`src/design/pdc_pkg.sv`:
```
// shared types and constants of the pll divider setting calculator
package pdc_pkg;

   localparam int DIV_W   = 32;
   localparam int MUL_A_W = 32;
   localparam int MUL_B_W = 24;
   localparam int PROD_W  = MUL_A_W + MUL_B_W;
   localparam int F_W     = 20;
   localparam int REF_W   = 17;
   localparam int Q0_W    = 10;
   localparam int Q_W     = 8;
   localparam int P_W     = 12;
   localparam int ADDR_W  = 4;
   localparam int DATA_W  = 32;

   // register indexes on the csr port
   localparam logic [1:0] REG_REFERENCE = 2'd0;
   localparam logic [1:0] REG_MIN_TGT   = 2'd1;
   localparam logic [1:0] REG_MAX_TGT   = 2'd2;

   localparam logic [REF_W-1:0] RESET_REFERENCE = 17'd33000;
   localparam logic [F_W-1:0]   RESET_MIN_TGT   = 20'd25000;
   localparam logic [F_W-1:0]   RESET_MAX_TGT   = 20'd133000;

   localparam logic [MUL_B_W-1:0] SCALE_K   = 24'd2000;
   localparam logic [DIV_W-1:0]   AQ_LIMIT  = 32'd2055000;
   localparam logic [DIV_W-1:0]   Q_DIVISOR = 32'd250;
   localparam logic [DIV_W-1:0]   KHZ_DIV   = 32'd1000;
   localparam logic [PROD_W-1:0]  PLL_MIN   = 56'd100000;
   localparam logic [PROD_W-1:0]  PLL_MAX   = 56'd400000;
   localparam logic [DIV_W-1:0]   Q_MIN     = 32'd2;
   localparam logic [DIV_W-1:0]   Q_MAX     = 32'd129;
   localparam logic [DIV_W-1:0]   P_MIN     = 32'd8;
   localparam logic [DIV_W-1:0]   P_MAX     = 32'd2055;
   localparam logic [F_W-1:0]     BAND_HI   = 20'd77000;
   localparam logic [F_W-1:0]     BAND_LO   = 20'd51000;

   localparam logic [7:0] CP_BASE   = 8'hC0;
   localparam logic [7:0] CP_RANGE1 = 8'h04;
   localparam logic [7:0] CP_RANGE2 = 8'h08;
   localparam logic [7:0] CP_RANGE3 = 8'h0C;
   localparam logic [7:0] CP_RANGE4 = 8'h10;
   localparam logic [7:0] MTX_DF    = 8'hDF;
   localparam logic [7:0] MTX_B7    = 8'hB7;
   localparam logic [7:0] MTX_DE    = 8'hDE;
   localparam logic [7:0] MTX_6F    = 8'h6F;

   typedef struct packed {
      logic [REF_W-1:0] reference_khz;
      logic [F_W-1:0]   min_target_khz;
      logic [F_W-1:0]   max_target_khz;
   } cfg_type;

   typedef struct packed {
      logic             go;
      logic [DIV_W-1:0] dividend;
      logic [DIV_W-1:0] divisor;
   } div_req_type;

   typedef struct packed {
      logic               go;
      logic [MUL_A_W-1:0] mcand;
      logic [MUL_B_W-1:0] mplier;
   } mul_req_type;

endpackage

```
`src/design/pll_divider_setting_calc.sv`:
```
// top level: pll divider setting calculator with sequencer and result register
//
// A target frequency in kHz arrives on the req_ channel (req_valid/req_stall)
// and one result beat leaves on the rsp_ channel (rsp_valid/rsp_stall): the
// error flag plus the pb, q, charge-pump and two output-matrix bytes.
// The csr_ port holds the reference frequency and the accepted target range;
// write it only while no beat is in flight.
// One item is worked on at a time. The arithmetic runs on one bit-serial
// divider and one bit-serial multiplier, used in turn by the sequencer:
// three products and five divisions for a valid target; a target outside
// the range is rejected without any arithmetic, and other rejects end early.
// req_stall is high from the accept until the result is loaded into the
// output register. A finished result waits in the output register while
// rsp_stall is high; the next item may be accepted meanwhile, but its own
// result is held back until the earlier beat has gone.
// Reset is synchronous; it returns the registers to 33000/25000/133000 kHz,
// drops rsp_valid and puts the sequencer back to idle.
module pll_divider_setting_calc (
   input  logic                        clock,
   input  logic                        reset,
   input  logic                        req_valid,
   output logic                        req_stall,
   input  logic [19:0]                 req_target_khz,
   output logic                        rsp_valid,
   input  logic                        rsp_stall,
   output logic                        rsp_error_code,
   output logic [7:0]                  rsp_pb_counter,
   output logic [7:0]                  rsp_q_counter,
   output logic [7:0]                  rsp_charge_pump,
   output logic [7:0]                  rsp_matrix_two,
   output logic [7:0]                  rsp_matrix_three,
   input  logic                        csr_psel,
   input  logic                        csr_penable,
   input  logic                        csr_pwrite,
   input  logic [pdc_pkg::ADDR_W-1:0]  csr_paddr,
   input  logic [pdc_pkg::DATA_W-1:0]  csr_pwdata,
   output logic [pdc_pkg::DATA_W-1:0]  csr_prdata,
   output logic                        csr_pready
);
   import pdc_pkg::*;

   localparam logic [3:0] S_IDLE  = 4'd0;
   localparam logic [3:0] S_MUL_A = 4'd1;
   localparam logic [3:0] S_DIV_A = 4'd2;
   localparam logic [3:0] S_DIV_Q = 4'd3;
   localparam logic [3:0] S_DIV_D = 4'd4;
   localparam logic [3:0] S_DIV_K = 4'd5;
   localparam logic [3:0] S_MUL_P = 4'd6;
   localparam logic [3:0] S_MUL_S = 4'd7;
   localparam logic [3:0] S_DIV_P = 4'd8;
   localparam logic [3:0] S_WAIT  = 4'd9;

   cfg_type              cfg;
   div_req_type          div_req_ff, div_req_in;
   mul_req_type          mul_req_ff, mul_req_in;
   logic                 div_done;
   logic [DIV_W-1:0]     quo;
   logic                 mul_done;
   logic [PROD_W-1:0]    prod;

   logic [3:0]           state_ff, state_in;
   logic [F_W-1:0]       f_ff, f_in;
   logic [DIV_W-1:0]     a_ff, a_in;
   logic [Q0_W-1:0]      q0_ff, q0_in;
   logic [Q_W-1:0]       q_ff, q_in;
   logic [P_W-1:0]       p_ff, p_in;
   logic                 err_ff, err_in;

   logic                 rsp_valid_ff, rsp_valid_in;
   logic                 err_out_ff;
   logic [7:0]           pb_out_ff, qc_out_ff, cp_out_ff, m2_out_ff, m3_out_ff;

   logic                 req_take;
   logic                 load_out;
   logic [DIV_W-1:0]     q0_ext;
   logic [DIV_W-1:0]     q_sel;
   logic [P_W-2:0]       pb_full;
   logic [Q_W-1:0]       q_m2;
   logic [7:0]           cp_code;
   logic [7:0]           pb_byte, qc_byte, cp_byte, m2_byte, m3_byte;

   pdc_csr u_csr (
      .clock       (clock),
      .reset       (reset),
      .csr_psel    (csr_psel),
      .csr_penable (csr_penable),
      .csr_pwrite  (csr_pwrite),
      .csr_paddr   (csr_paddr),
      .csr_pwdata  (csr_pwdata),
      .csr_prdata  (csr_prdata),
      .csr_pready  (csr_pready),
      .cfg         (cfg)
   );

   pdc_div u_div (
      .clock    (clock),
      .reset    (reset),
      .req      (div_req_ff),
      .done     (div_done),
      .quotient (quo)
   );

   pdc_mul u_mul (
      .clock   (clock),
      .reset   (reset),
      .req     (mul_req_ff),
      .done    (mul_done),
      .product (prod)
   );

   assign req_stall = (state_ff != S_IDLE);
   assign req_take  = req_valid & ~req_stall;
   assign load_out  = (state_ff == S_WAIT) & (~rsp_valid_ff | ~rsp_stall);

   // largest q not above the start value with a*q inside the limit
   assign q0_ext = {{(DIV_W-Q0_W){1'b0}}, q0_ff};
   assign q_sel  = (quo < q0_ext) ? quo : q0_ext;

   always_comb begin
      state_in   = state_ff;
      f_in       = f_ff;
      a_in       = a_ff;
      q0_in      = q0_ff;
      q_in       = q_ff;
      p_in       = p_ff;
      err_in     = err_ff;
      div_req_in = '{go: 1'b0, dividend: div_req_ff.dividend,
                     divisor: div_req_ff.divisor};
      mul_req_in = '{go: 1'b0, mcand: mul_req_ff.mcand, mplier: mul_req_ff.mplier};
      unique case (state_ff)
         S_IDLE: begin
            if (req_take) begin
               f_in = req_target_khz;
               if (req_target_khz < cfg.min_target_khz ||
                   req_target_khz > cfg.max_target_khz ||
                   cfg.reference_khz == '0) begin
                  err_in   = 1'b1;
                  state_in = S_WAIT;
               end else begin
                  err_in     = 1'b0;
                  mul_req_in = '{go: 1'b1,
                                 mcand: {{(MUL_A_W-F_W){1'b0}}, req_target_khz},
                                 mplier: SCALE_K};
                  state_in   = S_MUL_A;
               end
            end
         end
         S_MUL_A: begin
            if (mul_done) begin
               div_req_in = '{go: 1'b1, dividend: prod[DIV_W-1:0],
                              divisor: {{(DIV_W-REF_W){1'b0}}, cfg.reference_khz}};
               state_in   = S_DIV_A;
            end
         end
         S_DIV_A: begin
            if (div_done) begin
               a_in       = quo;
               div_req_in = '{go: 1'b1,
                              dividend: {{(DIV_W-REF_W){1'b0}}, cfg.reference_khz},
                              divisor: Q_DIVISOR};
               state_in   = S_DIV_Q;
            end
         end
         S_DIV_Q: begin
            if (div_done) begin
               q0_in = quo[Q0_W-1:0];
               if (quo < Q_MIN) begin
                  err_in   = 1'b1;
                  state_in = S_WAIT;
               end else begin
                  div_req_in = '{go: 1'b1, dividend: AQ_LIMIT, divisor: a_ff};
                  state_in   = S_DIV_D;
               end
            end
         end
         S_DIV_D: begin
            if (div_done) begin
               if (q_sel < Q_MIN || q_sel > Q_MAX) begin
                  err_in   = 1'b1;
                  state_in = S_WAIT;
               end else begin
                  q_in       = q_sel[Q_W-1:0];
                  div_req_in = '{go: 1'b1, dividend: a_ff, divisor: KHZ_DIV};
                  state_in   = S_DIV_K;
               end
            end
         end
         S_DIV_K: begin
            if (div_done) begin
               mul_req_in = '{go: 1'b1,
                              mcand: {{(MUL_A_W-REF_W){1'b0}}, cfg.reference_khz},
                              mplier: quo[MUL_B_W-1:0]};
               state_in   = S_MUL_P;
            end
         end
         S_MUL_P: begin
            if (mul_done) begin
               if (prod < PLL_MIN || prod > PLL_MAX) begin
                  err_in   = 1'b1;
                  state_in = S_WAIT;
               end else begin
                  mul_req_in = '{go: 1'b1, mcand: a_ff,
                                 mplier: {{(MUL_B_W-Q_W){1'b0}}, q_ff}};
                  state_in   = S_MUL_S;
               end
            end
         end
         S_MUL_S: begin
            // a*q stays within the limit here, so the low word is the whole product
            if (mul_done) begin
               div_req_in = '{go: 1'b1, dividend: prod[DIV_W-1:0], divisor: KHZ_DIV};
               state_in   = S_DIV_P;
            end
         end
         S_DIV_P: begin
            if (div_done) begin
               p_in = quo[P_W-1:0];
               if (quo < P_MIN || quo > P_MAX) begin
                  err_in = 1'b1;
               end
               state_in = S_WAIT;
            end
         end
         S_WAIT: begin
            if (load_out) begin
               state_in = S_IDLE;
            end
         end
         default: state_in = S_IDLE;
      endcase
   end

   // result bytes from the settled p, q and target
   assign pb_full = p_ff[P_W-1:1] - 11'd4;
   assign q_m2    = q_ff - 8'd2;

   always_comb begin
      if (p_ff >= 12'd45 && p_ff <= 12'd479) begin
         cp_code = CP_RANGE1;
      end else if (p_ff >= 12'd480 && p_ff <= 12'd639) begin
         cp_code = CP_RANGE2;
      end else if (p_ff >= 12'd640 && p_ff <= 12'd799) begin
         cp_code = CP_RANGE3;
      end else if (p_ff >= 12'd800) begin
         cp_code = CP_RANGE4;
      end else begin
         cp_code = 8'h00;
      end
   end

   always_comb begin
      pb_byte = pb_full[7:0];
      qc_byte = {p_ff[0], q_m2[6:0]};
      cp_byte = CP_BASE | {6'b0, pb_full[9:8]} | cp_code;
      if (f_ff > BAND_HI) begin
         m2_byte = MTX_DF;
         m3_byte = MTX_B7;
      end else if (f_ff > BAND_LO) begin
         m2_byte = MTX_DE;
         m3_byte = MTX_DF;
      end else begin
         m2_byte = MTX_DF;
         m3_byte = MTX_6F;
      end
   end

   assign rsp_valid_in = load_out | (rsp_valid_ff & rsp_stall);

   always_ff @(posedge clock) begin
      if (reset) begin
         state_ff      <= S_IDLE;
         rsp_valid_ff  <= 1'b0;
         div_req_ff.go <= 1'b0;
         mul_req_ff.go <= 1'b0;
      end else begin
         state_ff      <= state_in;
         rsp_valid_ff  <= rsp_valid_in;
         div_req_ff.go <= div_req_in.go;
         mul_req_ff.go <= mul_req_in.go;
      end
      div_req_ff.dividend <= div_req_in.dividend;
      div_req_ff.divisor  <= div_req_in.divisor;
      mul_req_ff.mcand    <= mul_req_in.mcand;
      mul_req_ff.mplier   <= mul_req_in.mplier;
      f_ff   <= f_in;
      a_ff   <= a_in;
      q0_ff  <= q0_in;
      q_ff   <= q_in;
      p_ff   <= p_in;
      err_ff <= err_in;
      if (load_out) begin
         err_out_ff <= err_ff;
         pb_out_ff  <= err_ff ? 8'h00 : pb_byte;
         qc_out_ff  <= err_ff ? 8'h00 : qc_byte;
         cp_out_ff  <= err_ff ? 8'h00 : cp_byte;
         m2_out_ff  <= err_ff ? 8'h00 : m2_byte;
         m3_out_ff  <= err_ff ? 8'h00 : m3_byte;
      end
   end

   assign rsp_valid        = rsp_valid_ff;
   assign rsp_error_code   = err_out_ff;
   assign rsp_pb_counter   = pb_out_ff;
   assign rsp_q_counter    = qc_out_ff;
   assign rsp_charge_pump  = cp_out_ff;
   assign rsp_matrix_two   = m2_out_ff;
   assign rsp_matrix_three = m3_out_ff;

endmodule

```
`src/design/pdc_csr.sv`:
```
// configuration registers behind the apb-style csr port
module pdc_csr (
   input  logic                        clock,
   input  logic                        reset,
   input  logic                        csr_psel,
   input  logic                        csr_penable,
   input  logic                        csr_pwrite,
   input  logic [pdc_pkg::ADDR_W-1:0]  csr_paddr,
   input  logic [pdc_pkg::DATA_W-1:0]  csr_pwdata,
   output logic [pdc_pkg::DATA_W-1:0]  csr_prdata,
   output logic                        csr_pready,
   output pdc_pkg::cfg_type            cfg
);
   import pdc_pkg::*;

   cfg_type cfg_ff, cfg_in;
   logic    wr_en;

   assign wr_en      = csr_psel & csr_penable & csr_pwrite;
   assign csr_pready = 1'b1;
   assign cfg        = cfg_ff;

   always_comb begin
      cfg_in = cfg_ff;
      if (wr_en) begin
         unique case (csr_paddr[3:2])
            REG_REFERENCE: cfg_in.reference_khz  = csr_pwdata[REF_W-1:0];
            REG_MIN_TGT:   cfg_in.min_target_khz = csr_pwdata[F_W-1:0];
            REG_MAX_TGT:   cfg_in.max_target_khz = csr_pwdata[F_W-1:0];
            default:       cfg_in = cfg_ff;
         endcase
      end
   end

   always_comb begin
      unique case (csr_paddr[3:2])
         REG_REFERENCE: csr_prdata = {{(DATA_W-REF_W){1'b0}}, cfg_ff.reference_khz};
         REG_MIN_TGT:   csr_prdata = {{(DATA_W-F_W){1'b0}}, cfg_ff.min_target_khz};
         REG_MAX_TGT:   csr_prdata = {{(DATA_W-F_W){1'b0}}, cfg_ff.max_target_khz};
         default:       csr_prdata = '0;
      endcase
   end

   always_ff @(posedge clock) begin
      if (reset) begin
         cfg_ff.reference_khz  <= RESET_REFERENCE;
         cfg_ff.min_target_khz <= RESET_MIN_TGT;
         cfg_ff.max_target_khz <= RESET_MAX_TGT;
      end else begin
         cfg_ff <= cfg_in;
      end
   end

endmodule

```
`src/design/pdc_div.sv`:
```
// restoring divider, one quotient bit per cycle
module pdc_div (
   input  logic                       clock,
   input  logic                       reset,
   input  pdc_pkg::div_req_type       req,
   output logic                       done,
   output logic [pdc_pkg::DIV_W-1:0]  quotient
);
   import pdc_pkg::*;

   localparam int CNT_W = $clog2(DIV_W);
   localparam logic [CNT_W-1:0] CNT_LAST = CNT_W'(DIV_W - 1);

   logic [DIV_W-1:0] rem_ff, rem_in;
   logic [DIV_W-1:0] quo_ff, quo_in;
   logic [DIV_W-1:0] dvs_ff, dvs_in;
   logic [CNT_W-1:0] cnt_ff, cnt_in;
   logic             run_ff, run_in;
   logic             done_ff, done_in;
   logic [DIV_W:0]   trial;
   logic [DIV_W:0]   diff;

   // shift the next dividend bit into the partial remainder
   assign trial = {rem_ff, quo_ff[DIV_W-1]};
   assign diff  = trial - {1'b0, dvs_ff};

   always_comb begin
      rem_in  = rem_ff;
      quo_in  = quo_ff;
      dvs_in  = dvs_ff;
      cnt_in  = cnt_ff;
      run_in  = run_ff;
      done_in = 1'b0;
      if (req.go) begin
         rem_in = '0;
         quo_in = req.dividend;
         dvs_in = req.divisor;
         cnt_in = '0;
         run_in = 1'b1;
      end else if (run_ff) begin
         if (trial >= {1'b0, dvs_ff}) begin
            rem_in = diff[DIV_W-1:0];
            quo_in = {quo_ff[DIV_W-2:0], 1'b1};
         end else begin
            rem_in = trial[DIV_W-1:0];
            quo_in = {quo_ff[DIV_W-2:0], 1'b0};
         end
         cnt_in = cnt_ff + 1'b1;
         if (cnt_ff == CNT_LAST) begin
            run_in  = 1'b0;
            done_in = 1'b1;
         end
      end
   end

   always_ff @(posedge clock) begin
      if (reset) begin
         run_ff  <= 1'b0;
         done_ff <= 1'b0;
         cnt_ff  <= '0;
      end else begin
         run_ff  <= run_in;
         done_ff <= done_in;
         cnt_ff  <= cnt_in;
      end
      rem_ff <= rem_in;
      quo_ff <= quo_in;
      dvs_ff <= dvs_in;
   end

   assign done     = done_ff;
   assign quotient = quo_ff;

endmodule

```
`src/design/pdc_mul.sv`:
```
// shift-and-add multiplier, one multiplier bit per cycle
module pdc_mul (
   input  logic                        clock,
   input  logic                        reset,
   input  pdc_pkg::mul_req_type        req,
   output logic                        done,
   output logic [pdc_pkg::PROD_W-1:0]  product
);
   import pdc_pkg::*;

   localparam int CNT_W = $clog2(MUL_B_W);
   localparam logic [CNT_W-1:0] CNT_LAST = CNT_W'(MUL_B_W - 1);

   logic [PROD_W-1:0]  acc_ff, acc_in;
   logic [PROD_W-1:0]  mcd_ff, mcd_in;
   logic [MUL_B_W-1:0] mpl_ff, mpl_in;
   logic [CNT_W-1:0]   cnt_ff, cnt_in;
   logic               run_ff, run_in;
   logic               done_ff, done_in;

   always_comb begin
      acc_in  = acc_ff;
      mcd_in  = mcd_ff;
      mpl_in  = mpl_ff;
      cnt_in  = cnt_ff;
      run_in  = run_ff;
      done_in = 1'b0;
      if (req.go) begin
         acc_in = '0;
         mcd_in = {{MUL_B_W{1'b0}}, req.mcand};
         mpl_in = req.mplier;
         cnt_in = '0;
         run_in = 1'b1;
      end else if (run_ff) begin
         if (mpl_ff[0]) begin
            acc_in = acc_ff + mcd_ff;
         end
         mcd_in = {mcd_ff[PROD_W-2:0], 1'b0};
         mpl_in = {1'b0, mpl_ff[MUL_B_W-1:1]};
         cnt_in = cnt_ff + 1'b1;
         if (cnt_ff == CNT_LAST) begin
            run_in  = 1'b0;
            done_in = 1'b1;
         end
      end
   end

   always_ff @(posedge clock) begin
      if (reset) begin
         run_ff  <= 1'b0;
         done_ff <= 1'b0;
         cnt_ff  <= '0;
      end else begin
         run_ff  <= run_in;
         done_ff <= done_in;
         cnt_ff  <= cnt_in;
      end
      acc_ff <= acc_in;
      mcd_ff <= mcd_in;
      mpl_ff <= mpl_in;
   end

   assign done    = done_ff;
   assign product = acc_ff;

endmodule

```
`config.mk`:
```
export PLATFORM = sky130hd
export DESIGN_NAME = pll_divider_setting_calc
export DESIGN_NICKNAME = d
export VERILOG_FILES = /design/src/design/pdc_pkg.sv /design/src/design/pll_divider_setting_calc.sv /design/src/design/pdc_csr.sv /design/src/design/pdc_div.sv /design/src/design/pdc_mul.sv
export SDC_FILE = /design/constraint.sdc
export NUM_CORES = 1
export LEC_CHECK = 0
export BUFFER_PORTS_ARGS = -buffer_cell sky130_fd_sc_hd__buf_2
export CORE_MARGIN = 5
export CORE_UTILIZATION = 40
export DETAILED_ROUTE_END_ITERATION = 7
export GPL_ROUTABILITY_DRIVEN = 0
export GPL_TIMING_DRIVEN = 0
export PLACE_DENSITY = 0.6
export REMOVE_ABC_BUFFERS = 1
export SETUP_SLACK_MARGIN = 0.15
export SLEW_MARGIN = 5
export SYNTH_ARGS = -nofsm -noshare
export SYNTH_HDL_FRONTEND = slang
export SYNTH_HIERARCHICAL = 1
export SYNTH_SLANG_ARGS = --single-unit
```
`constraint.sdc`:
```
create_clock -name clock -period 19.8 [get_ports clock]
set_clock_uncertainty 0.2 [all_clocks]
set_input_delay 3.96 -clock clock [delete_from_list [all_inputs] [get_ports clock]]
set_output_delay 3.96 -clock clock [all_outputs]
set_load 0.01 [all_outputs]
```
==> reports/qor.yml <==
route:
  drc: 0
  drt_wl_total_microns: 72200
  post_drt_via_cell_ratio: 5.59
  ant_nets: 0
  wl_per_cell_microns: 19.7
  drtPass1Iterations: 5
  num_vias: 20500
  first_iter_violations: 1653
global_routing:
  globalRouteOverflowTotal: 0
  antenna_found_initial: 1
  grt_pass1_vias: 20400
  grt_max_degree: 87
  grt_pass1_wl_microns: 114000
  grtUsageTotal_pct: 18.1
status:
  outcome: "completed"
timing:
  setup_viol: 0
  min_period_ns: 9.74
  rsz0062_at_grt: "false"
  fmax_ghz: 0.103
  hold_viol_final: 0
  worstMarginPinSlew_ns: 1.26
  fin_hold_ws_ns: 0.218
  max_slew_margin_pct: 16.0
  drv_slew: 0
  period_share_pct: 49.2
  tns_ns: 0
die:
  start_util_pct: 40.2
  die_y_microns: 277
  rows: 98
  core_sq_um: 71100
  die_w_microns: 277
  io_pins: 139
  dieArea_sq_um: 76800
setup_path:
  critPathRequiredTime_ns: 15.64
  cp_max_fo: 23
  crit_arrival_ns: 5.58
  crit_type: "in2out"
  crit_path_end_kind: "output pin"
  start_kind: "input pin"
  crit_top_cell: "buf_2"
  cp_cell_sequence: "buf_2 -> and2b_1 -> a22o_1 -> buf_2"
  critPathMaxStageDelay_ns: 0.54
  slowest_stage: "buf_2"
power:
  leakage_nw: 12.7
  p_sw_share_pct: 33.7
  p_switching_w: 0.00133
  combPwrFrac_pct: 29.2
  power_per_cell_area_nw_per_um2: 123
  peakVddDrop_uv: 66.7
  internal-power_w: 0.00262
  seqPwrFrac_pct: 41.6
  p_clk_share_pct: 29.2
logic_synthesis:
  ys_ff_latch: 539
  syn-cell-area_sq_um: 28600
  ys_seq_area_share_pct: 50.0
  synth_cells: 2621
  yosys.area.top_type: "edfxtp_1"
  yosysMostFrequentCell: "edfxtp_1"
  yosys.area.top_type_share_pct: 36.7
  synth_area_leaders: "edfxtp_1, dfxtp_1, ha_1, mux2i_1, mux2_2"
  yosys_warnings: 6
  avgSynthCellArea_sq_um: 10.9
  ys.flop_type: "edfxtp_1"
  synthDistinctLibCells: 97
  synth-edff-count: 349
  synth-async-reset-ratio_pct: 0
  synth_top_cells_by_count: "edfxtp_1, nand2_1, dfxtp_1"
clocking:
  post_cts_resized: 0
  clock-root-buffer: "clkbuf_16"
  numCtsBuffers: 59
  cts_tree: "built"
  cts_hold_buffers: 0
  cts_setup_buffers: 0
  clockBufferDepth: 3
  clkTransAtPathRegs_ns: 0.06
  clock-sinks: 539
  clk_latency_ns: 0.64
  h-tree-depth: 2
layout:
  multiInputGateArea_sq_um: 13100
  regArea_sq_um: 14300
  nFillCells: 6614
  nets: 2874
  syn2layout_area_growth_pct: 12.4
  drive_above_1_share_pct: 14.0
  final_core_util_pct: 45.1
placed_design:
  dp_hpwl_microns: 52000
  io_buffer_count: 109
worst_hold_path:
  hold_path_class: "reg2reg"
flow_run:
  maxCapViolCount: 0
layer usage:
layer	up-vias	global-route usage, %	wire, microns
met3	125	2.74	4030
li1	9773	-	-
met1	10000	25.1	32900
met5	-	0	20
met4	2	5.36	2010
met2	592	29.6	33300
worst paths after layout:
path	end	slack (ns)	from	cells after the start
worst min-delay path	u_div/dvs_ff[19]	0.22	div_req_ff[19]	0
worst max-delay path	csr_prdata[19]	10.06	csr_paddr[2]	4
worst min register to register	u_div/dvs_ff[19]	0.22	div_req_ff[19]	0
worst max register to register	mul_req_ff[54]	14.95	u_csr/cfg[9]	12
final cells by class:
cell class | instances | area share (%)
antenna | 1 | 0.00780
clock buffer | 66 | 4.78
clock inverter | 46 | 1.67
inverter | 119 | 1.39
multi-input combinational | 1813 | 40.8
sequential | 539 | 44.5
tap | 950 | 3.70
timing repair buffer | 137 | 3.17
registers in the layout, summed over array words and instances (netlist names), 24 cells and up:
name / cells
u_mul/product: 56
u_div/rem_ff: 32
u_div/dvs_ff: 32
u_csr/cfg: 57
mul_req_ff: 57
u_mul/mpl_ff: 24
u_div/quotient: 32
u_mul/mcd_ff: 56
div_req_ff: 65
a_ff: 32
cells in the final DEF (no fill, tap or decap), types with 84 or more instances in the layout:
cell type / synthesis / final
ha_1: 140 / 140
edfxtp_1: 349 / 349
nand2_1: 195 / 194
mux2i_1: 127 / 127
nor2_1: 164 / 161
a21oi_1: 152 / 151
inv_1: 119 / 118
mux2_2: 95 / 95
dfxtp_1: 190 / 186
buf_2: 14 / 108
o21ai_0: 84 / 84
metrics by stage:
stage,instance area [sq um],setup slack (ns),instances,power [W]
6_report,32100,10.06,3671,0.00396
5_1_grt,32100,9.96,3670,0.00418
4_1_cts,32100,10.05,3669,0.00397
3_5_place_dp,30000,10.07,3557,0.00281
3_3_place_gp,29500,6.37,3530,0.00275
2_1_floorplan,27800,9.50,2471,0.00245
power by group through the flow:
stage               Clock, W  Sequential (W)  Combinational, W
floorplan                  0         0.00162          0.000829
detailed placement         0         0.00167           0.00114
finish               0.00116         0.00165           0.00116
global placement           0         0.00170           0.00105
global route         0.00123         0.00167           0.00128
CTS                  0.00118         0.00165           0.00114
logic make-up after synthesis:
| family | count (synthesis) | synth area share [%] |
|---|---|---|
| AND/OR/NAND/NOR | 741 | 13.3 |
| AO/OA/AOI/OAI | 597 | 14.6 |
| flip-flops | 539 | 50.0 |
| buffers and inverters | 281 | 4.53 |
| multiplexers | 224 | 8.32 |
| adder cells (fa/ha/maj) | 142 | 6.27 |
| XOR/XNOR | 94 | 2.88 |
| other | 3 | 0.0394 |
critical path: cells and delay by family:
family	cells	cell delay (ns)
AOI/OAI and AO/OA	1	0.36
and+or+nand+nor	1	0.54
buffers and inverters	2	0.68
Note: power is estimated with default switching activity, not from simulation.
